===== src/hw/rtl/olrs_pkg.sv =====
`timescale 1ns / 1ps
// ----------------------------------------------------------------------------
// olrs_pkg
// Shared types, widths and helpers for the overwriting log ring.
// ----------------------------------------------------------------------------
package olrs_pkg;

	localparam int RING_DEPTH   = 32;
	localparam int PAYLOAD_BITS = 32;
	localparam int IDX_W        = $clog2(RING_DEPTH);
	localparam int CNT_W        = $clog2(RING_DEPTH + 1);
	localparam int CFG_W        = 6;
	localparam int MAXE_W       = 6;
	localparam int CMP_W        = (CNT_W > MAXE_W) ? CNT_W : MAXE_W;
	localparam int PAY_W        = 32;
	localparam int SEQ_W        = 32;
	localparam int WRITER_W     = 16;
	localparam int TIME_W       = 64;

	// command queue between front and back
	localparam int CQ_DEPTH = 4;
	localparam int CQ_PTR_W = $clog2(CQ_DEPTH);
	localparam int CQ_CNT_W = $clog2(CQ_DEPTH + 1);

	typedef enum logic [1:0] {
		ST_DONE  = 2'd0,
		ST_ENTRY = 2'd1,
		ST_EMPTY = 2'd2,
		ST_BAD   = 2'd3
	} status_t;

	typedef enum logic {
		OP_APPEND   = 1'b0,
		OP_SNAPSHOT = 1'b1
	} op_t;

	typedef struct packed {
		logic [PAYLOAD_BITS-1:0] payload;
		logic [SEQ_W-1:0]        sequence_num;
		logic [WRITER_W-1:0]     writer;
		logic [TIME_W-1:0]       stamp;
	} entry_t;

	typedef struct packed {
		logic             en;
		logic [IDX_W-1:0] addr;
		entry_t           data;
	} mem_wr_t;

	typedef struct packed {
		status_t          kind;
		logic [IDX_W-1:0] start;
		logic [CNT_W-1:0] count;
	} cmd_t;

	// Map a written capacity onto 1..RING_DEPTH
	function automatic logic [CNT_W-1:0] clamp_capacity(input logic [CFG_W-1:0] v);
		logic [CMP_W:0] vx;
		logic [CNT_W-1:0] r;
		vx = (CMP_W + 1)'(v);
		if (v == '0)
			r = CNT_W'(1);
		else if (vx > (CMP_W + 1)'(RING_DEPTH))
			r = CNT_W'(RING_DEPTH);
		else
			r = CNT_W'(v);
		return r;
	endfunction

	// Step a ring index, wrapping at the capacity in use
	function automatic logic [IDX_W-1:0] next_index(input logic [IDX_W-1:0] idx,
	                                                input logic [CNT_W-1:0] cap);
		logic [CNT_W:0] inc;
		logic [IDX_W-1:0] r;
		inc = (CNT_W + 1)'(idx) + (CNT_W + 1)'(1);
		if (inc >= (CNT_W + 1)'(cap))
			r = '0;
		else
			r = inc[IDX_W-1:0];
		return r;
	endfunction

endpackage


===== src/hw/rtl/olrs_cmdq.sv =====
`timescale 1ns / 1ps
// ----------------------------------------------------------------------------
// olrs_cmdq
// Short command queue that decouples the front end from the back end.
// ----------------------------------------------------------------------------
module olrs_cmdq import olrs_pkg::*; (
	input  logic clk,
	input  logic arst_n,
	input  logic q_push,
	input  cmd_t q_wdata,
	output logic q_full,
	input  logic q_pop,
	output cmd_t q_head,
	output logic q_empty
);

	cmd_t                slot_q [CQ_DEPTH];
	logic [CQ_PTR_W-1:0] wr_ptr_q;
	logic [CQ_PTR_W-1:0] rd_ptr_q;
	logic [CQ_CNT_W-1:0] cnt_q;
	logic                do_push;
	logic                do_pop;

	assign q_full  = (cnt_q == CQ_CNT_W'(CQ_DEPTH));
	assign q_empty = (cnt_q == '0);
	assign q_head  = slot_q[rd_ptr_q];
	assign do_push = q_push & ~q_full;
	assign do_pop  = q_pop & ~q_empty;

	// Store a beat
	always_ff @(posedge clk) begin
		if (do_push)
			slot_q[wr_ptr_q] <= q_wdata;
	end

	// Move pointers and count
	always_ff @(posedge clk or negedge arst_n) begin
		if (!arst_n) begin
			wr_ptr_q <= '0;
			rd_ptr_q <= '0;
			cnt_q    <= '0;
		end else begin
			if (do_push)
				wr_ptr_q <= wr_ptr_q + CQ_PTR_W'(1);
			if (do_pop)
				rd_ptr_q <= rd_ptr_q + CQ_PTR_W'(1);
			if (do_push && !do_pop)
				cnt_q <= cnt_q + CQ_CNT_W'(1);
			else if (do_pop && !do_push)
				cnt_q <= cnt_q - CQ_CNT_W'(1);
		end
	end

endmodule


===== config.mk =====
export PLATFORM = sky130hd
export DESIGN_NAME = olrs_cmdq
export DESIGN_NICKNAME = d
export VERILOG_FILES = /design/src/hw/rtl/olrs_pkg.sv /design/src/hw/rtl/olrs_cmdq.sv
export SDC_FILE = /design/constraint.sdc
export NUM_CORES = 1
export LEC_CHECK = 0
export BUFFER_PORTS_ARGS = -buffer_cell sky130_fd_sc_hd__buf_4
export CORE_AREA = 2 2 55 82
export CTS_BUF_LIST = sky130_fd_sc_hd__clkbuf_4
export CTS_CLUSTER_SIZE = 14
export DETAILED_ROUTE_END_ITERATION = 10
export DIE_AREA = 0 0 57 84
export GPL_TIMING_DRIVEN = 0
export PLACE_DENSITY = 0.91
export SETUP_SLACK_MARGIN = 0.4
export SLEW_MARGIN = 20
export SYNTH_ARGS = -nofsm -noshare
export SYNTH_HDL_FRONTEND = slang
export SYNTH_SLANG_ARGS = --single-unit

===== constraint.sdc =====
create_clock -name clk -period 2.2 [get_ports clk]
set_input_delay 0.11 -clock clk [delete_from_list [all_inputs] [get_ports clk]]
set_output_delay 0.11 -clock clk [all_outputs]
set_load 0.01 [all_outputs]

==> flow_metrics.tcl, run 1 <==
set metrics [dict create \
    status "completed" \
    path_cells "buf_4, nor3b_4, nor2b_2, buf_6, ha_4, inv_2, fa_2, mux2_2" \
    postLayoutSetupSlackWorst_ns 0.2119 \
    wl_per_cell_microns 17.84 \
    fin_setup_tns_ns 0 \
    clock_sinks 59 \
    setup-violations-final 0 \
    num_vias 1209 \
    synthSimpleGateAreaFrac_pct 2.707 \
    fin_crit_ns 1.988 \
    die_w_microns 57 \
    critPathArrivalTime_ns 2.24 \
    synthesis.instances 104 \
    clk_pin_slew_ns 0.09 \
    rsz0062_at_grt "true" \
    drive_above_1_share_pct 52.17 \
    port_buffers 31 \
    preCtsSetupSlack_ns 0.2355 \
    synth.largest_area_cell "edfxtp_1" \
    min_path_type "input pin to register" \
    final_max_slew_viol_count 0 \
    dr.pass1.iters 4 \
    die_y_microns 84 \
    critical_path.slowest_cell "dfrtp_2" \
    use_met2_pct 34.48 \
    core_sq_um 4136 \
    syn-cell-area_sq_um 2311 \
    grt_util_met3_pct 6.667 \
    antennaDiodeCount 0 \
    min_path_cells 3 \
    synth_compound_area_share_pct 0 \
    nets 202 \
    grt_usage_pct 18.36 \
    hold_viol_final 0 \
    synthMuxAreaShare_pct 13.81 \
    rows 29 \
    grt_pass1_vias 1332 \
    power_density_nw_per_um2 1308 \
    grt_pass1_wl_mm 6.285 \
    drt_iter0_markers 16 \
    synthXorXnorAreaFrac_pct 2.274 \
    io_pins 32 \
    rr_worst_depth 8 \
    finClkSkew_ns 0.01367 \
    start_util_pct 55.87 \
    worstSetupEndpointType "register" \
    crit_path_start_kind "register" \
    r2r_slack_ns 0.21 \
    drc 0 \
    synth_nets 127 \
    worst_path_largest_cell_delay_ns 0.43 \
    synthAdderAreaFrac_pct 3.573 \
    grt_max_degree 14 \
    critical_path_required_ns 2.46 \
    reg2reg_from "cnt_q[0]" \
    cts_made_buffers 9 \
    crit_start "cnt_q[0]" \
    synth_area_per_cell_sq_um 22.22 \
    drv_cap 0 \
    cts_buffer_depth 2 \
    totalPowerFinal_w 0.004094 \
    antenna_found_initial 0 \
    tightest_slew_ns 0.3686 \
    synth_cell_types 20 \
    worstSetupPathType "register to register" \
    use_met1_pct 18.31 \
    ant_nets 0 \
    cts.htree.levels 3 \
    die_area_sq_um 4788 \
    synth-warning-count 0 \
    dpl.hpwl_mm 2.530 \
    ys_seq_area_share_pct 75.15 \
    slew_headroom_pct 75.42 \
    area_growth_pct 35.46 \
    netlist.area_leader.share_pct 67.57 \
    cts-root-buf "clkbuf_4" \
    critPathMaxFanout 3 \
    ys_seq_elements 59 \
    synth_area_leaders "edfxtp_1 68%, mux4_2 13%, dfrtp_1 7.6%" \
    synth_top_family_by_area "multiplexers" \
    cts_tree "yes" \
    grt_overflow 0 \
    fin_util_pct 75.68 \
    gp_congestion 0.7204 \
    ir_worst_vdd_mv 1.119 \
    viasPerCell 5.257 \
    period_share_pct 90.37 \
    busiest_layer "met2" \
    p_leak_nw 1.198 \
    clk_latency_ns 0.37 \
    fmax_mhz 503.0 \
    postRouteWirelength_mm 4.104 \
    worstHoldStart "q_pop" \
]
-- timing repair --
action	in CTS	in global routing
hold endpoints to repair	59	0
gates resized for setup	8	15
pin swaps	5	4
buffers inserted	10	8
hold buffers	14	0
setup endpoints to repair	63	13
cloned	0	1
-- per-layer routing --
metal | share of wire (%) | wire (microns)
met5 | 0 | 0
met4 | 0.49 | 20
met3 | 2.6 | 108
met2 | 62 | 2537
met1 | 35 | 1437
-- registers in the layout, indices dropped and copies added, names as in the netlist --
register,cells
slot_q,52
cnt_q,3
rd_ptr_q,2
wr_ptr_q,2
-- cell families (layout without fill, tap and decap cells) --
group	after synthesis	after routing
buffers and inverters	8	88
adders and majority gates	6	6
muxes	15	15
xor gates and xnor gates	6	6
DFF	59	59
and+or+nand+nor	10	10
-- worst paths after layout --
check,end
worst max-delay path,cnt_q[1]
worst min-delay path,rd_ptr_q[1]
worst max register to register,cnt_q[1]
worst min register to register,wr_ptr_q[1]
max in group asynchronous,cnt_q[1]
min in group asynchronous,wr_ptr_q[1]
-- cell usage in the layout, fill, tap and decap left out, drive strengths merged --
cell type / instances
clkbuf: 13
nor3b: 1
clkinv: 3
xor2: 2
mux4: 13
or3: 1
nand3: 1
mux2: 2
inv: 4
nor2b: 1
fa: 1
dlygate4sd3: 14
buf: 53
nand2: 1
nor2: 1
edfxtp: 52
ha: 5
bufinv: 1
dfrtp: 7
xnor2: 4
and2: 4
-- metrics by stage --
| step | hold WS, ns | cell area, sq um | cells |
|---|---|---|---|
| after floorplan | -0.1856 | 2336 | 104 |
| after global placement | -0.07573 | 2626 | 181 |
| after detailed placement | -0.07159 | 2626 | 181 |
| after CTS | 0.02950 | 2990 | 221 |
| after global routing | 0.03547 | 3131 | 230 |
| final | 0.06925 | 3131 | 230 |
-- critical path, delay by kind of cell (launching register included) --
| family | cells | cell delay (ns) |
|---|---|---|
| multiplexers | 1 | 0.26 |
| adder cells (fa/ha/maj) | 2 | 0.58 |
| flip-flops | 1 | 0.43 |
| AND/OR/NAND/NOR | 2 | 0.28 |
| buffers and inverters | 3 | 0.32 |
-- where the power goes --
group,internal [W],switching [W]
sequential,0.00151,0.000117
combinational,0.00105,0.000703
clock,0.000377,0.000339
-- layout make-up --
cell class	instances	area (sq um)
inverter	4	15.01
sequential	59	1739
buffer	4	50.05
tap	46	57.56
fill	250	1006
clock buffer	12	90.09
clock inverter	4	42.54
timing repair buffer	64	578.1
multi-input combinational	37	558.0
-- cell usage after synthesis --
cell type / count
edfxtp_1: 52
mux4_2: 13
dfrtp_1: 7
ha_1: 5
and2_1: 4
inv_1: 4
xnor2_1: 4
buf_6: 2
xor2_1: 2
buf_2: 1
buf_8: 1
fa_1: 1
mux2_2: 1
mux2_4: 1
nand2_1: 1
nand3_1: 1
nor2_1: 1
nor2b_1: 1
nor3b_2: 1
or3_1: 1
Power figures use the tool's default switching activity.
==> inputs of run 2 (changes only) <==
--- a/config.mk
+++ b/config.mk
@@ -12,6 +12,7 @@
 export DETAILED_ROUTE_END_ITERATION = 10
 export DIE_AREA = 0 0 57 84
 export GPL_TIMING_DRIVEN = 0
+export MAX_ROUTING_LAYER = met4
 export PLACE_DENSITY = 0.91
 export SETUP_SLACK_MARGIN = 0.4
 export SLEW_MARGIN = 20
==> flow_metrics.tcl, run 2 (synthesis gave the netlist of run 1 again) <==
set metrics [dict create \
    seqPwrFrac_pct 39.7 \
    p_int_w 0.002936 \
    clk_pin_slew_ns 0.09 \
    period_share_pct 90.37 \
    grt_usage_pct 18.89 \
    cts.htree.levels 3 \
    area_growth_pct 35.46 \
    die_y_microns 84 \
    final_max_slew_viol_count 0 \
    fin_cells 230 \
    crit_path_start_kind "register" \
    slew_headroom_pct 75.42 \
    worstSetupEndpointType "register" \
    largest_reg_flops 52 \
    fmax_mhz 503.0 \
    grt_overflow 0 \
    port_buffers 31 \
    final_common_cell "edfxtp_1" \
    p_clk_share_pct 17.5 \
    ir_worst_vdd_mv 1.119 \
    postLayoutSetupSlackWorst_ns 0.2119 \
    place_inst 181 \
    hold_viol_final 0 \
    critical_path_required_ns 2.45 \
    num-fill-cells 250 \
    fin_setup_tns_ns 0 \
    drv_cap 0 \
    netSwitchingPower_w 0.001157 \
    start_util_pct 55.87 \
    layout_common_cells "52 x edfxtp_1, 38 x buf_4, 14 x buf_6, 14 x dlygate4sd3_1, 13 x mux4_2" \
    clk_latency_ns 0.36 \
    drc 0 \
    die_w_microns 57 \
    io_pins 32 \
    core_sq_um 4136 \
    worstSetupPathType "register to register" \
    gp_congestion 0.7289 \
    drive_above_1_share_pct 52.17 \
    power_density_nw_per_um2 1308 \
    combPwrFrac_pct 42.9 \
    grt_max_degree 14 \
    antenna_found_initial 0 \
    cts-root-buf "clkbuf_4" \
    tightest_slew_ns 0.3686 \
    setup-violations-final 0 \
    dr.pass1.iters 4 \
    drt_iter0_markers 16 \
    cts_tree "yes" \
    largest_register "slot_q" \
    grt_pass1_vias 1336 \
    min_path_type "input pin to register" \
    cts_buffer_depth 2 \
    wl_per_cell_microns 17.83 \
    postRouteWirelength_mm 4.102 \
    grt_pass1_wl_mm 6.285 \
    antennaDiodeCount 0 \
    num_vias 1209 \
    finClkSkew_ns 0.01370 \
    critPathArrivalTime_ns 2.24 \
    status "completed" \
    clock_sinks 59 \
    viasPerCell 5.257 \
    p_leak_nw 1.198 \
    ant_nets 0 \
    critPathMaxFanout 3 \
    fin_util_pct 75.68 \
    nets 202 \
    swShare_pct 28.27 \
    top_regs "slot_q (52), cnt_q (3)" \
    rsz0062_at_grt "true" \
    totalPowerFinal_w 0.004093 \
    dpl.hpwl_mm 2.530 \
    fin_crit_ns 1.988 \
    die_area_sq_um 4788 \
    preCtsSetupSlack_ns 0.2355 \
    rows 29 \
    cts_made_buffers 9 \
]
## run 2: cell counts in the layout (fill, tap and decap cells not counted)
No cell type changed its count.
## run 2: critical path: stages (launching register included)
cell	delay, ns
dfrtp_2	0.43
buf_4	0.15
nor3b_4	0.20
nor2b_2	0.08
buf_6	0.12
ha_4	0.15
inv_2	0.05
fa_2	0.43
mux2_2	0.26
## run 2: cell type report
type	instances	area (sq um)	share of cell area (%)
Buffer	4	50.05	1.599
Clock buffer	12	90.09	2.878
Clock inverter	4	42.54	1.359
Inverter	4	15.01	0.4796
Multi-Input combinational cell	37	558.0	17.83
Sequential cell	59	1739	55.56
Tap cell	46	57.56	1.839
Timing Repair Buffer	64	578.1	18.47
## run 2: power groups by stage
| stage | combinational [W] | sequential (W) | clock [W] |
|---|---|---|---|
| 3_3_place_gp | 0.00125 | 0.00162 | 0 |
| 4_1_cts | 0.00148 | 0.00162 | 0.000738 |
| 5_1_grt | 0.00189 | 0.00165 | 0.000782 |
| 2_1_floorplan | 0.000865 | 0.00161 | 0 |
| 3_5_place_dp | 0.00131 | 0.00165 | 0 |
| 6_report | 0.00175 | 0.00162 | 0.000715 |
## run 2: path summary, 6_finish.rpt
check / startpoint / endpoint / slack, ns / cells after the start
setup / recovery: cnt_q[0] / cnt_q[1] / 0.21 / 8
hold / removal: q_pop / rd_ptr_q[1] / 0.07 / 3
setup reg to reg: cnt_q[0] / cnt_q[1] / 0.21 / 8
hold reg to reg: wr_ptr_q[1] / wr_ptr_q[1] / 0.60 / 1
max in group asynchronous: arst_n / cnt_q[1] / 1.97 / 2
min in group asynchronous: arst_n / wr_ptr_q[1] / 0.09 / 2
## run 2: timing repair
action / CTS / global route
cloned: 0 / 1
endpoints found under the setup margin: 63 / 13
gates resized for setup: 8 / 15
setup buffers: 10 / 8
hold endpoints to repair: 59 / 0
pin swaps: 5 / 4
hold buffers: 14 / 0
## run 2: layer usage
layer  vias to the layer above  GRT usage [%]  share of wire (%)
li1                        560              -                  -
met1                       618          18.31                 35
met2                        26          34.48                 62
met3                         5          6.667                2.6
met4                         0          5.074               0.49
met5                         -              -                  0
## run 2: through the flow
stage               hold slack, ns  area (sq um)
finish                     0.07107          3131
global route               0.03547          3131
CTS                        0.02950          2990
detailed placement        -0.07159          2626
global placement          -0.07573          2626
floorplan                  -0.1856          2336
