## src/hw/rtl/olrs_pkg.sv

```systemverilog
`timescale 1ns / 1ps
// ----------------------------------------------------------------------------
// olrs_pkg
// Shared types, widths and helpers for the overwriting log ring.
// ----------------------------------------------------------------------------
package olrs_pkg;

	localparam int RING_DEPTH   = 32;
	localparam int PAYLOAD_BITS = 32;
	localparam int IDX_W        = $clog2(RING_DEPTH);
	localparam int CNT_W        = $clog2(RING_DEPTH + 1);
	localparam int CFG_W        = 6;
	localparam int MAXE_W       = 6;
	localparam int CMP_W        = (CNT_W > MAXE_W) ? CNT_W : MAXE_W;
	localparam int PAY_W        = 32;
	localparam int SEQ_W        = 32;
	localparam int WRITER_W     = 16;
	localparam int TIME_W       = 64;

	// command queue between front and back
	localparam int CQ_DEPTH = 4;
	localparam int CQ_PTR_W = $clog2(CQ_DEPTH);
	localparam int CQ_CNT_W = $clog2(CQ_DEPTH + 1);

	typedef enum logic [1:0] {
		ST_DONE  = 2'd0,
		ST_ENTRY = 2'd1,
		ST_EMPTY = 2'd2,
		ST_BAD   = 2'd3
	} status_t;

	typedef enum logic {
		OP_APPEND   = 1'b0,
		OP_SNAPSHOT = 1'b1
	} op_t;

	typedef struct packed {
		logic [PAYLOAD_BITS-1:0] payload;
		logic [SEQ_W-1:0]        sequence_num;
		logic [WRITER_W-1:0]     writer;
		logic [TIME_W-1:0]       stamp;
	} entry_t;

	typedef struct packed {
		logic             en;
		logic [IDX_W-1:0] addr;
		entry_t           data;
	} mem_wr_t;

	typedef struct packed {
		status_t          kind;
		logic [IDX_W-1:0] start;
		logic [CNT_W-1:0] count;
	} cmd_t;

	// Map a written capacity onto 1..RING_DEPTH
	function automatic logic [CNT_W-1:0] clamp_capacity(input logic [CFG_W-1:0] v);
		logic [CMP_W:0] vx;
		logic [CNT_W-1:0] r;
		vx = (CMP_W + 1)'(v);
		if (v == '0)
			r = CNT_W'(1);
		else if (vx > (CMP_W + 1)'(RING_DEPTH))
			r = CNT_W'(RING_DEPTH);
		else
			r = CNT_W'(v);
		return r;
	endfunction

	// Step a ring index, wrapping at the capacity in use
	function automatic logic [IDX_W-1:0] next_index(input logic [IDX_W-1:0] idx,
	                                                input logic [CNT_W-1:0] cap);
		logic [CNT_W:0] inc;
		logic [IDX_W-1:0] r;
		inc = (CNT_W + 1)'(idx) + (CNT_W + 1)'(1);
		if (inc >= (CNT_W + 1)'(cap))
			r = '0;
		else
			r = inc[IDX_W-1:0];
		return r;
	endfunction

endpackage

```

## src/hw/rtl/olrs_front.sv

```systemverilog
`timescale 1ns / 1ps
// ----------------------------------------------------------------------------
// olrs_front
// Accepts input beats, keeps the ring pointers and sequence counter, writes
// appended entries and posts one command per beat to the back end.
// ----------------------------------------------------------------------------
module olrs_front import olrs_pkg::*; (
	input  logic                clk,
	input  logic                arst_n,
	input  logic                cfg_wr_en,
	input  logic [CFG_W-1:0]    cfg_wr_data,
	input  logic                push,
	output logic                full,
	input  logic                operation,
	input  logic [PAY_W-1:0]    entry_payload,
	input  logic [WRITER_W-1:0] writer_id,
	input  logic [TIME_W-1:0]   time_stamp,
	input  logic [MAXE_W-1:0]   entry_limit,
	input  logic                q_full,
	output logic                q_push,
	output cmd_t                q_wdata,
	output mem_wr_t             mem_wr,
	output logic [CNT_W-1:0]    capacity,
	input  logic                snap_done
);

	logic [CNT_W-1:0] cap_q;
	logic [IDX_W-1:0] wp_q;
	logic [IDX_W-1:0] oldest_q;
	logic [CNT_W-1:0] fill_q;
	logic [SEQ_W-1:0] seq_q;
	logic             snap_pend_q;
	logic             accept;
	logic             is_append;
	logic [CMP_W-1:0] want_x;
	logic [CMP_W-1:0] fill_x;
	logic [CNT_W-1:0] take;

	// Hold input while the queue is full or a snapshot still reads the ring
	assign full      = q_full | snap_pend_q;
	assign accept    = push & ~full;
	assign is_append = (op_t'(operation) == OP_APPEND);
	assign capacity  = cap_q;

	// Size the snapshot
	assign want_x = CMP_W'(entry_limit);
	assign fill_x = CMP_W'(fill_q);
	assign take   = (want_x < fill_x) ? CNT_W'(entry_limit) : fill_q;

	// Classify the beat into a back-end command
	always_comb begin
		q_wdata.kind  = ST_DONE;
		q_wdata.start = oldest_q;
		q_wdata.count = take;
		if (!is_append) begin
			if (entry_limit == '0)
				q_wdata.kind = ST_BAD;
			else if (fill_q == '0)
				q_wdata.kind = ST_EMPTY;
			else
				q_wdata.kind = ST_ENTRY;
		end
	end
	assign q_push = accept;

	// Write port for appends
	always_comb begin
		mem_wr.en                = accept & is_append;
		mem_wr.addr              = wp_q;
		mem_wr.data.payload      = entry_payload[PAYLOAD_BITS-1:0];
		mem_wr.data.sequence_num = seq_q;
		mem_wr.data.writer       = writer_id;
		mem_wr.data.stamp        = time_stamp;
	end

	// Advance the ring state
	always_ff @(posedge clk or negedge arst_n) begin
		if (!arst_n) begin
			cap_q       <= CNT_W'(RING_DEPTH);
			wp_q        <= '0;
			oldest_q    <= '0;
			fill_q      <= '0;
			seq_q       <= '0;
			snap_pend_q <= 1'b0;
		end else begin
			if (cfg_wr_en) begin
				cap_q    <= clamp_capacity(cfg_wr_data);
				wp_q     <= '0;
				oldest_q <= '0;
				fill_q   <= '0;
			end else if (accept && is_append) begin
				wp_q  <= next_index(wp_q, cap_q);
				seq_q <= seq_q + SEQ_W'(1);
				if (fill_q < cap_q)
					fill_q <= fill_q + CNT_W'(1);
				else
					oldest_q <= next_index(oldest_q, cap_q);
			end
			if (accept && (q_wdata.kind == ST_ENTRY))
				snap_pend_q <= 1'b1;
			else if (snap_done)
				snap_pend_q <= 1'b0;
		end
	end

endmodule

```

## config.mk

```make
export PLATFORM = sky130hd
export DESIGN_NAME = olrs_front
export DESIGN_NICKNAME = d
export VERILOG_FILES = /design/src/hw/rtl/olrs_pkg.sv /design/src/hw/rtl/olrs_front.sv
export SDC_FILE = /design/constraint.sdc
export NUM_CORES = 1
export LEC_CHECK = 0
export BUFFER_PORTS_ARGS = -buffer_cell sky130_fd_sc_hd__buf_2
export CAP_MARGIN = 20
export CORE_ASPECT_RATIO = 0.8
export CORE_MARGIN = 10
export CORE_UTILIZATION = 28
export CTS_CLUSTER_SIZE = 25
export DETAILED_ROUTE_END_ITERATION = 8
export GPL_ROUTABILITY_DRIVEN = 0
export GPL_TIMING_DRIVEN = 1
export MAX_ROUTING_LAYER = met4
export PLACE_DENSITY = 0.57
export SYNTH_ARGS = -nofsm -noshare
export SYNTH_HDL_FRONTEND = slang
export SYNTH_SLANG_ARGS = --single-unit
```

## constraint.sdc

```tcl
create_clock -name clk -period 3.2 [get_ports clk]
set_clock_uncertainty 0.05 [all_clocks]
set_input_delay 0.64 -clock clk [delete_from_list [all_inputs] [get_ports clk]]
set_output_delay 0.64 -clock clk [all_outputs]
set_load 0.005 [all_outputs]
```

==> results.md, run 1 <==
* Launching element type of the critical path: register
* Total routing usage reported by global routing at 9.97%
* Final cycle utilization of the critical path at 87.6%
* Placement row count at 40
* Power Dens Cells at 369 nW/um2
* Max capacitance violation total at 0
* Top flip-flop cell by instance count after synthesis: sky130_fd_sc_hd__dfrtp_1
* Fraction of power spent switching nets at 28.4%
* Hold Path Class: in -> async
* Share of cells above drive strength 1 at 23.4%
* Number of detailed-routing iterations run before antenna repair at 4
* Leading cell type in the layout, fill and taps excluded: sky130_fd_sc_hd__buf_2
* Sum of routed wire length over all layers at 10.3 mm
* I/O pin cnt at 302
* Placed cell area at 4070 um2
* Number of setup violations in the final report at 0
* Required time reported for the critical path endpoint at 2510 ps
* Ant diodes at 0
* Most used cells in the layout excluding fill and tap cells: 77 x sky130_fd_sc_hd__buf_2, 54 x sky130_fd_sc_hd__dfrtp_1, 35 x sky130_fd_sc_hd__nand2_1
* Slew Viols, Final at 0
* Worst skew pair latency at 300 ps
* TritonCTS clock tree: done
* Top cells by area, synth: sky130_fd_sc_hd__dfrtp_1 31%, sky130_fd_sc_hd__buf_4 20%, sky130_fd_sc_hd__ha_1 7.9%, sky130_fd_sc_hd__xnor2_1 6.3%, sky130_fd_sc_hd__nand3_1 3.7%
* Kind of end point of the critical path: output port
* Initial DRC Count at 141
* Remaining design rule violation count at 0
* Buffer levels on the longest clock path at 2
* Routed wire length per instance at 15.6 um
* Cell-internal power at 1120 uW
* Number of nets with antenna violations after detailed routing at 0
* Critical path arrival at 2110 ps
* Endpoints failing hold at 0
* Via count of the first global-routing pass at 3172
* Global-route wire length before repair at 16.3 mm
* Starting Density at 28.6%
* Cell area after synthesis at 4300 um2
* Ordered list of cells on the worst path: inv_1 -> ha_1 -> a21o_1 -> a21oi_1 -> o21ai_0 -> nand3_1 -> buf_2
* Final Net Count at 606
* Setup repair after global routing missed its margin: no
* Slowest stage cell on the critical path: sky130_fd_sc_hd__dfrtp_1
* Worst stage delay on the critical path at 530 ps
* Pin count of the biggest net entering global routing at 27
* Reported leakage power at 0.00202 uW
* Net count of the mapped netlist at 645
* EDFF count, synth at 0
* Critical path peak fanout at 9
* Post-layout util at 28.0%
* Clock-pin slew on the worst setup and hold paths at 80 ps
* Launching point of the worst reg2reg path: oldest_q[0]
* Sequential Power Share at 49.1%
* X dimension of the die at 159 um
* Worst Tran Pin Value at 547 ps
* Maximum level of the CTS H-tree at 2
* Final setup TNS at 0 ps
* Post-CTS setup buffers at 0
* Worst-case register-to-register setup slack at 560 ps
* Estimated wirelength of the detail-placed design at 8.06 mm
* Number of buffers inserted during clock tree synthesis at 5
* Synthesized instance count at 487
* Clock network fraction of total power at 36.2%
* Power, Total at 1560 uW
* Portion of synthesized cell area occupied by the leading cell type at 31.4%
* Via count normalized by instance count at 4.83
* Hold bufs inserted after CTS at 0
* Vias after detailed routing at 3182
* CTS root buf: sky130_fd_sc_hd__clkbuf_16
* Vertical die dimension at 131 um
* Combinational share of power at 14.7%
* Kind of critical path: reg -> out
* Avg Inst Size Synth at 8.84 um2
* Port-buffer cells at 77
* Proportion of synthesized flip-flops having asynchronous set or reset at 100%
* Status: finished clean
* Headroom to the max-slew limit at 63.5%
* Yosys cell types at 47
* Post-route minimum period at 2800 ps
* Cell type with the highest aggregate area in the netlist: sky130_fd_sc_hd__dfrtp_1
* P_sw at 442 uW
* RR Endpoint: oldest_q[3]
* Maximum clock rate at 0.357 GHz
* Ys Warns at 0
* Number of cells upsized or downsized after cts at 0
* Remaining global-route overflow at 0
* Core area at 15100 um2
* Sequential-to-total area share from yosys stat at 32.0%
* Antenna violations before repair at 0
* Number of sinks on the clock net at 55
* Overall die area at 20800 um2
* Post-route standard cell area excluding fillers at 4220 um2
* Flip-flop and latch count after synthesis at 55
* R2R cell count at 9
* Area added between synthesis and finish at -1.86%
* Max IR drop VDD at 0.198 mV
[cell type report]
class,count,area [um2]
clock buffers,5,125
clock inverters,3,23.8
fillers,1608,10800
inverters,17,63.8
multi-input cells,287,1950
flip-flops and latches,55,1380
well taps,210,263
repair buffers,82,423
[through the flow]
step | setup WS (ps) | instances | hold slack, ps
global placement | 551 | 651 | 410
global route | 185 | 659 | 241
CTS | 400 | 659 | 220
finish | 396 | 659 | 216
floorplan | 849 | 487 | 294
detailed placement | 536 | 651 | 425
[logic make-up after synthesis]
| group | share of synthesized area, % |
|---|---|
| and+or+nand+nor | 19.6 |
| buffers and inverters | 22.7 |
| AOI/OAI and AO/OA | 9.45 |
| DFF | 32.0 |
| xor gates and xnor gates | 7.33 |
| adders and majority gates | 7.85 |
| muxes | 1.02 |
[worst max-delay path: cells and delay by family (launching register included)]
family                   cells  cell delay (ps)
adder cells (fa/ha/maj)      1              290
flip-flops                   1              530
AND/OR/NAND/NOR              1              100
AO/OA/AOI/OAI                3              670
buffers and inverters        2              230
[how the worst max path moves through the flow]
stage                   startpoint          to  slack (ps)
floorplan           entry_limit[4]  q_wdata[1]         850
global placement    entry_limit[5]  q_wdata[4]         550
detailed placement  entry_limit[5]  q_wdata[4]         540
CTS                      fill_q[1]  q_wdata[4]         400
global route             fill_q[5]  q_wdata[3]         180
finish                   fill_q[1]  q_wdata[1]         400
[routing by layer]
layer  GRT usage (%)  part of all wire, %
met2            14.5                   42
met1            12.7                   47
met3            3.53                  8.6
met4            3.15                  2.3
met5               -                    0
[sequential cells by signal, indices dropped and copies added, names as in the netlist]
| signal | flops |
|---|---|
| capacity | 6 |
| fill_q | 6 |
| oldest_q | 5 |
| seq_q | 32 |
| snap_pend_q | 1 |
| wp_q | 5 |
[power groups by stage]
stage | Combinational, uW | Sequential, uW | Clock [uW]
final | 229 | 766 | 565
after global routing | 261 | 774 | 621
after CTS | 232 | 766 | 593
after detailed placement | 232 | 779 | 0
after global placement | 225 | 777 | 0
after floorplan | 236 | 771 | 0
[Yosys cell counts, drive strengths merged, types with 2 or more instances]
library cell and n:
ha 27, o21a 2, a211o 2, nand2b 13, nor2 16, inv 17, buf 118, nor2b 6
and3 6, or2 3, nand2 35, and4 3, nand3 32, clkbuf 10, o21ai 26, and2 2
a21o 8, xor2 5, mux2 3, nor4 5, a31oi 8, o22ai 3, nand4 21, nor3b 9
a21oi 10, xnor2 31, dfrtp 54
No activity file was read; power rests on OpenSTA's default activity.
==> inputs of run 2 (changes only) <==
- REMOVE_ABC_BUFFERS: default -> 1
==> run 2 against run 1 <==
Against the previous run: critical path depth is the same; combinational power is essentially flat; clock power shrank 0.7%; via count grew 5.5%; critical endpoint is now q_wdata[3]; worst setup slack lost 72 ps; highest routed layer unchanged; sequential power is essentially flat; largest power group unchanged; critical path type unchanged; register-to-register slack is essentially flat; sequential share of layout area is essentially flat.
==> results.md, run 2 (same netlist as run 1, synthesis figures left out) <==
* Critical path arrival at 2190 ps (+80 ps)
* X dimension of the die at 159 um (unchanged)
* Fin Hold WS at 279 ps (+63.0 ps)
* Power Dens Cells at 368 nW/um2 (-0.34%)
* Worst skew pair latency at 300 ps (about the same)
* Hold bufs inserted after CTS at 0 (unchanged)
* Global-route wire length before repair at 28.2 mm (+74%)
* Slew Viols, Final at 0 (unchanged)
* Flip-flop count of the largest register, all copies and words added at 32 (unchanged)
* Filler Cell Count at 1603 (-0.31%)
* Kind of critical path: reg -> out
* Post-route minimum period at 2880 ps (+72.1 ps)
* Worst Tran Pin Value at 576 ps (+28.3 ps)
* Status: finished clean
* Number of setup violations in the final report at 0 (unchanged)
* Area added between synthesis and finish at -2.01%
* Number of sinks on the clock net at 55 (unchanged)
* Routed wire length per instance at 32.7 um (+110%)
* Via count of the first global-routing pass at 3328 (+4.9%)
* Placement row count at 40 (unchanged)
* Register name with the most flops: seq_q
* Required time reported for the critical path endpoint at 2510 ps (about the same)
* Number of detailed-routing iterations run before antenna repair at 6 (+2)
* Leading cell type in the layout, fill and taps excluded: sky130_fd_sc_hd__buf_2
* Number of buffers inserted during clock tree synthesis at 5 (unchanged)
* Endpoints failing hold at 0 (unchanged)
* Maximum clock rate at 0.348 GHz (-2.5%)
* Kind of end point of the critical path: output port
* Cell-internal power at 1120 uW (-0.13%)
* Final Net Count at 606 (unchanged)
* P_sw at 436 uW (-1.4%)
* Sequential Power Share at 49.2% (about the same)
* Hold Path Class: in -> async
* Ant diodes at 0 (unchanged)
* CTS root buf: sky130_fd_sc_hd__clkbuf_16
* Core area at 15100 um2 (unchanged)
* Remaining global-route overflow at 0 (unchanged)
* Setup repair after global routing missed its margin: no
* Port-buffer cells at 77 (unchanged)
* Vias after detailed routing at 3357 (+5.5%)
* Antenna violations before repair at 0 (unchanged)
* TritonCTS clock tree: done
* Max capacitance violation total at 0 (unchanged)
* Starting Density at 28.6% (unchanged)
* Remaining design rule violation count at 0 (unchanged)
* Clock network fraction of total power at 36.1% (about the same)
* Fraction of power spent switching nets at 28.1% (-0.26 points)
* Most used cells in the layout excluding fill and tap cells: 78 x sky130_fd_sc_hd__buf_2, 54 x sky130_fd_sc_hd__dfrtp_1, 35 x sky130_fd_sc_hd__nand2_1
* Final setup TNS at 0 ps (unchanged)
* Max IR drop VDD at 0.202 mV (+2.3%)
* I/O pin cnt at 302 (unchanged)
* Number of cells upsized or downsized after cts at 0 (unchanged)
* Buffer levels on the longest clock path at 2 (unchanged)
* Via count normalized by instance count at 5.09 (+5.5%)
* Worst-case register-to-register setup slack at 550 ps (about the same)
* Initial DRC Count at 154 (+9.2%)
* Final cycle utilization of the critical path at 89.9% (+2.3 points)
* Estimated wirelength of the detail-placed design at 18.8 mm (+130%)
* Sum of routed wire length over all layers at 21.5 mm (+110%)
* Total routing usage reported by global routing at 20.4% (+10 points)
* Share of cells above drive strength 1 at 23.2% (-0.22 points)
* Combinational share of power at 14.7% (about the same)
* Overall die area at 20800 um2 (unchanged)
* Critical path peak fanout at 9 (unchanged)
* Number of nets with antenna violations after detailed routing at 0 (unchanged)
* Vertical die dimension at 131 um (unchanged)
* Clock-pin slew on the worst setup and hold paths at 80 ps (about the same)
* Reported leakage power at 0.00202 uW (-0.22%)
* Headroom to the max-slew limit at 61.6% (-1.9 points)
* Pin count of the biggest net entering global routing at 27 (unchanged)
* Maximum level of the CTS H-tree at 2 (unchanged)
* Post-CTS setup buffers at 0 (unchanged)
* Launching element type of the critical path: register
[run 2: cell count changes in the layout (fill, tap and decap cells not counted)]
cell / previous run / this run
sky130_fd_sc_hd__buf_2: 77 / 78
sky130_fd_sc_hd__buf_4: 5 / 4
sky130_fd_sc_hd__clkbuf_1: 0 / 1
sky130_fd_sc_hd__clkinv_2: 1 / 0
sky130_fd_sc_hd__inv_6: 0 / 1
sky130_fd_sc_hd__inv_8: 1 / 0
[run 2: worst max-delay path: stages, from the launching register on]
cell and delay [ps]:
sky130_fd_sc_hd__dfrtp_1 560, sky130_fd_sc_hd__inv_1 110, sky130_fd_sc_hd__ha_1 290, sky130_fd_sc_hd__a21o_1 160, sky130_fd_sc_hd__a21oi_1 380, sky130_fd_sc_hd__o21ai_0 170
sky130_fd_sc_hd__nand3_1 100, sky130_fd_sc_hd__buf_2 120
[run 2: metal layers]
metal	vias up	track usage [%]	share of wire (%)
met2	300	32.7	45
met1	1560	14.6	26
met5	-	-	0
li1	1480	-	-
met3	17	24.4	27
met4	0	3.15	1.6
[run 2: path summary, 6_finish.rpt]
path,from,cells past startpoint,to
min,arst_n,1,seq_q[15]
max,fill_q[1],7,q_wdata[3]
min reg2reg,seq_q[31],1,seq_q[31]
min in group clk,seq_q[31],1,seq_q[31]
max reg2reg,oldest_q[0],9,oldest_q[3]
max in group asynchronous,arst_n,2,capacity[5]
[run 2: layout make-up]
cell class	instances	area [um2]	area share, %
Multi-Input combinational cell	287	1950	46.2
Sequential cell	55	1380	32.7
Timing Repair Buffer	82	420	9.97
Tap cell	210	263	6.23
Clock buffer	6	129	3.06
Inverter	17	63.8	1.51
Clock inverter	2	16.3	0.386
[run 2: stage by stage]
stage / power, uW / util [%] / instances / instance area, um2 / setup slack, ps
2_1_floorplan: 886 / - / 359 / 3390 / 867
3_3_place_gp: 997 / 27.0 / 650 / 4070 / 546
3_5_place_dp: 1010 / 27.0 / 650 / 4070 / 516
4_1_cts: 1580 / 28.0 / 658 / 4210 / 319
5_1_grt: 1650 / 28.0 / 659 / 4220 / 110
6_report: 1550 / 28.0 / 659 / 4220 / 324
[run 2: power groups by stage]
stage	Clock [uW]	Sequential [uW]	Combinational, uW
2_1_floorplan	0	772	113
3_3_place_gp	0	775	222
3_5_place_dp	0	777	230
4_1_cts	581	763	231
5_1_grt	617	768	261
6_report	561	763	228
==> inputs of run 3 (changes only) <==
- CORE_UTILIZATION: 28 -> 42
- PLACE_DENSITY: 0.57 -> 0.91
==> run 3 against run 2 <==
Against the previous run: worst setup slack got worse by 22 ps; non-clock buffer count did not move; first-iteration DRC count rose by 94%; flip-flop and latch count did not move; sequential share of layout area rose by 0.71 points; critical endpoint is now q_wdata[1]; largest cell class unchanged; largest power group unchanged.
==> results.md, run 3 (same netlist as run 1, synthesis figures left out) <==
* Launching element type of the critical path: register
* Area added between synthesis and finish at -4.10%
* Share of cells above drive strength 1 at 23.4% (+0.22 points)
* Maximum clock rate at 0.345 GHz (-0.75%)
* Fin Hold WS at 64.7 ps (-214 ps)
* Worst setup path startpoint: fill_q[1]
* Filler Cell Count at 942 (-41%)
* Post-CTS setup buffers at 0 (unchanged)
* Slowest stage cell on the critical path: sky130_fd_sc_hd__dfrtp_1
* Leading cell type in the layout, fill and taps excluded: sky130_fd_sc_hd__buf_2
* Via count of the first global-routing pass at 3487 (+4.8%)
* Kind of critical path: reg -> out
* Remaining design rule violation count at 0 (unchanged)
* Flip-flop count of the largest register, all copies and words added at 32 (unchanged)
* Port-buffer cells at 77 (unchanged)
* Headroom to the max-slew limit at 52.1% (-9.5 points)
* Power Dens Cells at 377 nW/um2 (+2.4%)
* Core area at 9810 um2 (-35%)
* Via count normalized by instance count at 5.81 (+14%)
* Setup repair after global routing missed its margin: no
* Antenna violations before repair at 0 (unchanged)
* X dimension of the die at 133 um (-16%)
* Power, Total at 1560 uW (+0.24%)
* Number of detailed-routing iterations run before antenna repair at 4 (-2)
* Final cycle utilization of the critical path at 90.6% (+0.68 points)
* Total routing usage reported by global routing at 26.6% (+6.2 points)
* Hold Path Class: in -> async
* Vias after detailed routing at 3401 (+1.3%)
* Kind of end point of the critical path: output port
* Ordered list of cells on the worst path: inv_1 -> ha_1 -> a21o_1 -> a21oi_1 -> o21ai_0 -> nand3_1 -> buf_2
* Ant diodes at 0 (unchanged)
* Sum of routed wire length over all layers at 19.8 mm (-7.9%)
* Worst stage delay on the critical path at 510 ps (-50 ps)
* Number of buffers inserted during clock tree synthesis at 5 (unchanged)
* Status: finished clean
* CTS root buf: sky130_fd_sc_hd__clkbuf_16
* Max IR drop VDD at 0.200 mV (-0.97%)
* Worst Tran Pin Value at 712 ps (+136 ps)
* Max capacitance violation total at 0 (unchanged)
* Reported leakage power at 0.00203 uW (+0.33%)
* Placement row count at 32 (-20%)
* Family with the most delay on the worst path: compound AO/OA/AOI/OAI gates
* CP Buf/Inv Count at 2 (unchanged)
* Most used cells in the layout excluding fill and tap cells: 78 x sky130_fd_sc_hd__buf_2, 54 x sky130_fd_sc_hd__dfrtp_1, 35 x sky130_fd_sc_hd__nand2_1
* Vertical die dimension at 111 um (-16%)
* Number of cells upsized or downsized after cts at 0 (unchanged)
* Slew Viols, Final at 0 (unchanged)
* Initial DRC Count at 298 (+94%)
* Register name with the most flops: seq_q
* Number of setup violations in the final report at 0 (unchanged)
* Critical path peak fanout at 9 (unchanged)
* I/O pin cnt at 302 (unchanged)
* Critical path arrival at 2210 ps (+20 ps)
* Number of sinks on the clock net at 55 (unchanged)
* Remaining global-route overflow at 0 (unchanged)
* R2R cell count at 9 (unchanged)
* Pin count of the biggest net entering global routing at 28 (+3.7%)
* TritonCTS clock tree: done
* Number of nets with antenna violations after detailed routing at 0 (unchanged)
* Met3 Track Usage GR at 22.8% (-1.5 points)
* Estimated wirelength of the detail-placed design at 17.3 mm (-7.7%)
* Routed wire length per instance at 33.9 um (+3.8%)
* Endpoints failing hold at 0 (unchanged)
* Post-layout util at 42.1% (+14 points)
* Final Net Count at 606 (unchanged)
* GR Util met1 at 20.4% (+5.8 points)
* GR peak layer: met2
* Hold bufs inserted after CTS at 0 (unchanged)
* Launching point of the worst reg2reg path: oldest_q[0]
* Clock-pin slew on the worst setup and hold paths at 80 ps (about the same)
* Global-route wire length before repair at 27.4 mm (-2.9%)
* Worst skew pair latency at 310 ps (about the same)
* Maximum level of the CTS H-tree at 2 (unchanged)
* Buffer levels on the longest clock path at 2 (unchanged)
* Overall die area at 14700 um2 (-29%)
* Post-route minimum period at 2900 ps (+21.7 ps)
* Final setup TNS at 0 ps (unchanged)
* Required time reported for the critical path endpoint at 2510 ps (about the same)
* Met2 track demand over resource at 42.7% (+10 points)
* Starting Density at 43.9% (+15 points)
* Cell count along the critical path at 7 (unchanged)
==> run 3: cell types whose count changed in the layout (fill, tap and decap cells not counted), sizes merged <==
cell	previous run	this run
clkinvlp	1	0
clkinv	0	2
clkbuf	6	5
==> run 3: final cells by class <==
cell class / instances / area [um2] / area share (%)
repair buffers: 82 / 420 / 10.2
clock buffers: 5 / 125 / 3.03
multi-input cells: 287 / 1950 / 47.2
inverters: 17 / 63.8 / 1.55
clock inverters: 3 / 22.5 / 0.546
flip-flops and latches: 55 / 1380 / 33.4
well taps: 136 / 170 / 4.12
==> run 3: worst paths after layout <==
| kind | end | slack, ps |
|---|---|---|
| min in group clk | seq_q[31] | 440 |
| max in group asynchronous | capacity[5] | 2440 |
| worst min register to register | seq_q[31] | 440 |
| worst max-delay path | q_wdata[1] | 300 |
| worst min-delay path | seq_q[17] | 60 |
| worst max register to register | oldest_q[3] | 560 |
==> run 3: routing by layer <==
metal  vias to the layer above  part of all wire (%)
met5                         -                     0
met4                         0                   6.4
met3                        44                    19
met2                       302                    47
met1                      1575                    27
li1                       1480                     -
==> run 3: report_power, final <==
part / leakage [uW] / switching [uW] / internal [uW]
registers: 0.000754 / 36.7 / 725
logic: 0.00120 / 135 / 96.4
clock network: 0.0000742 / 268 / 294
total: 0.00203 / 440 / 1120
==> run 3: through the flow <==
stage               cell area [um2]  setup WS, ps  std cells
finish                         4130           302        585
global route                   4130           138        585
CTS                            4120           311        584
detailed placement             3970           491        576
global placement               3970           580        576
floorplan                      3390           867        359
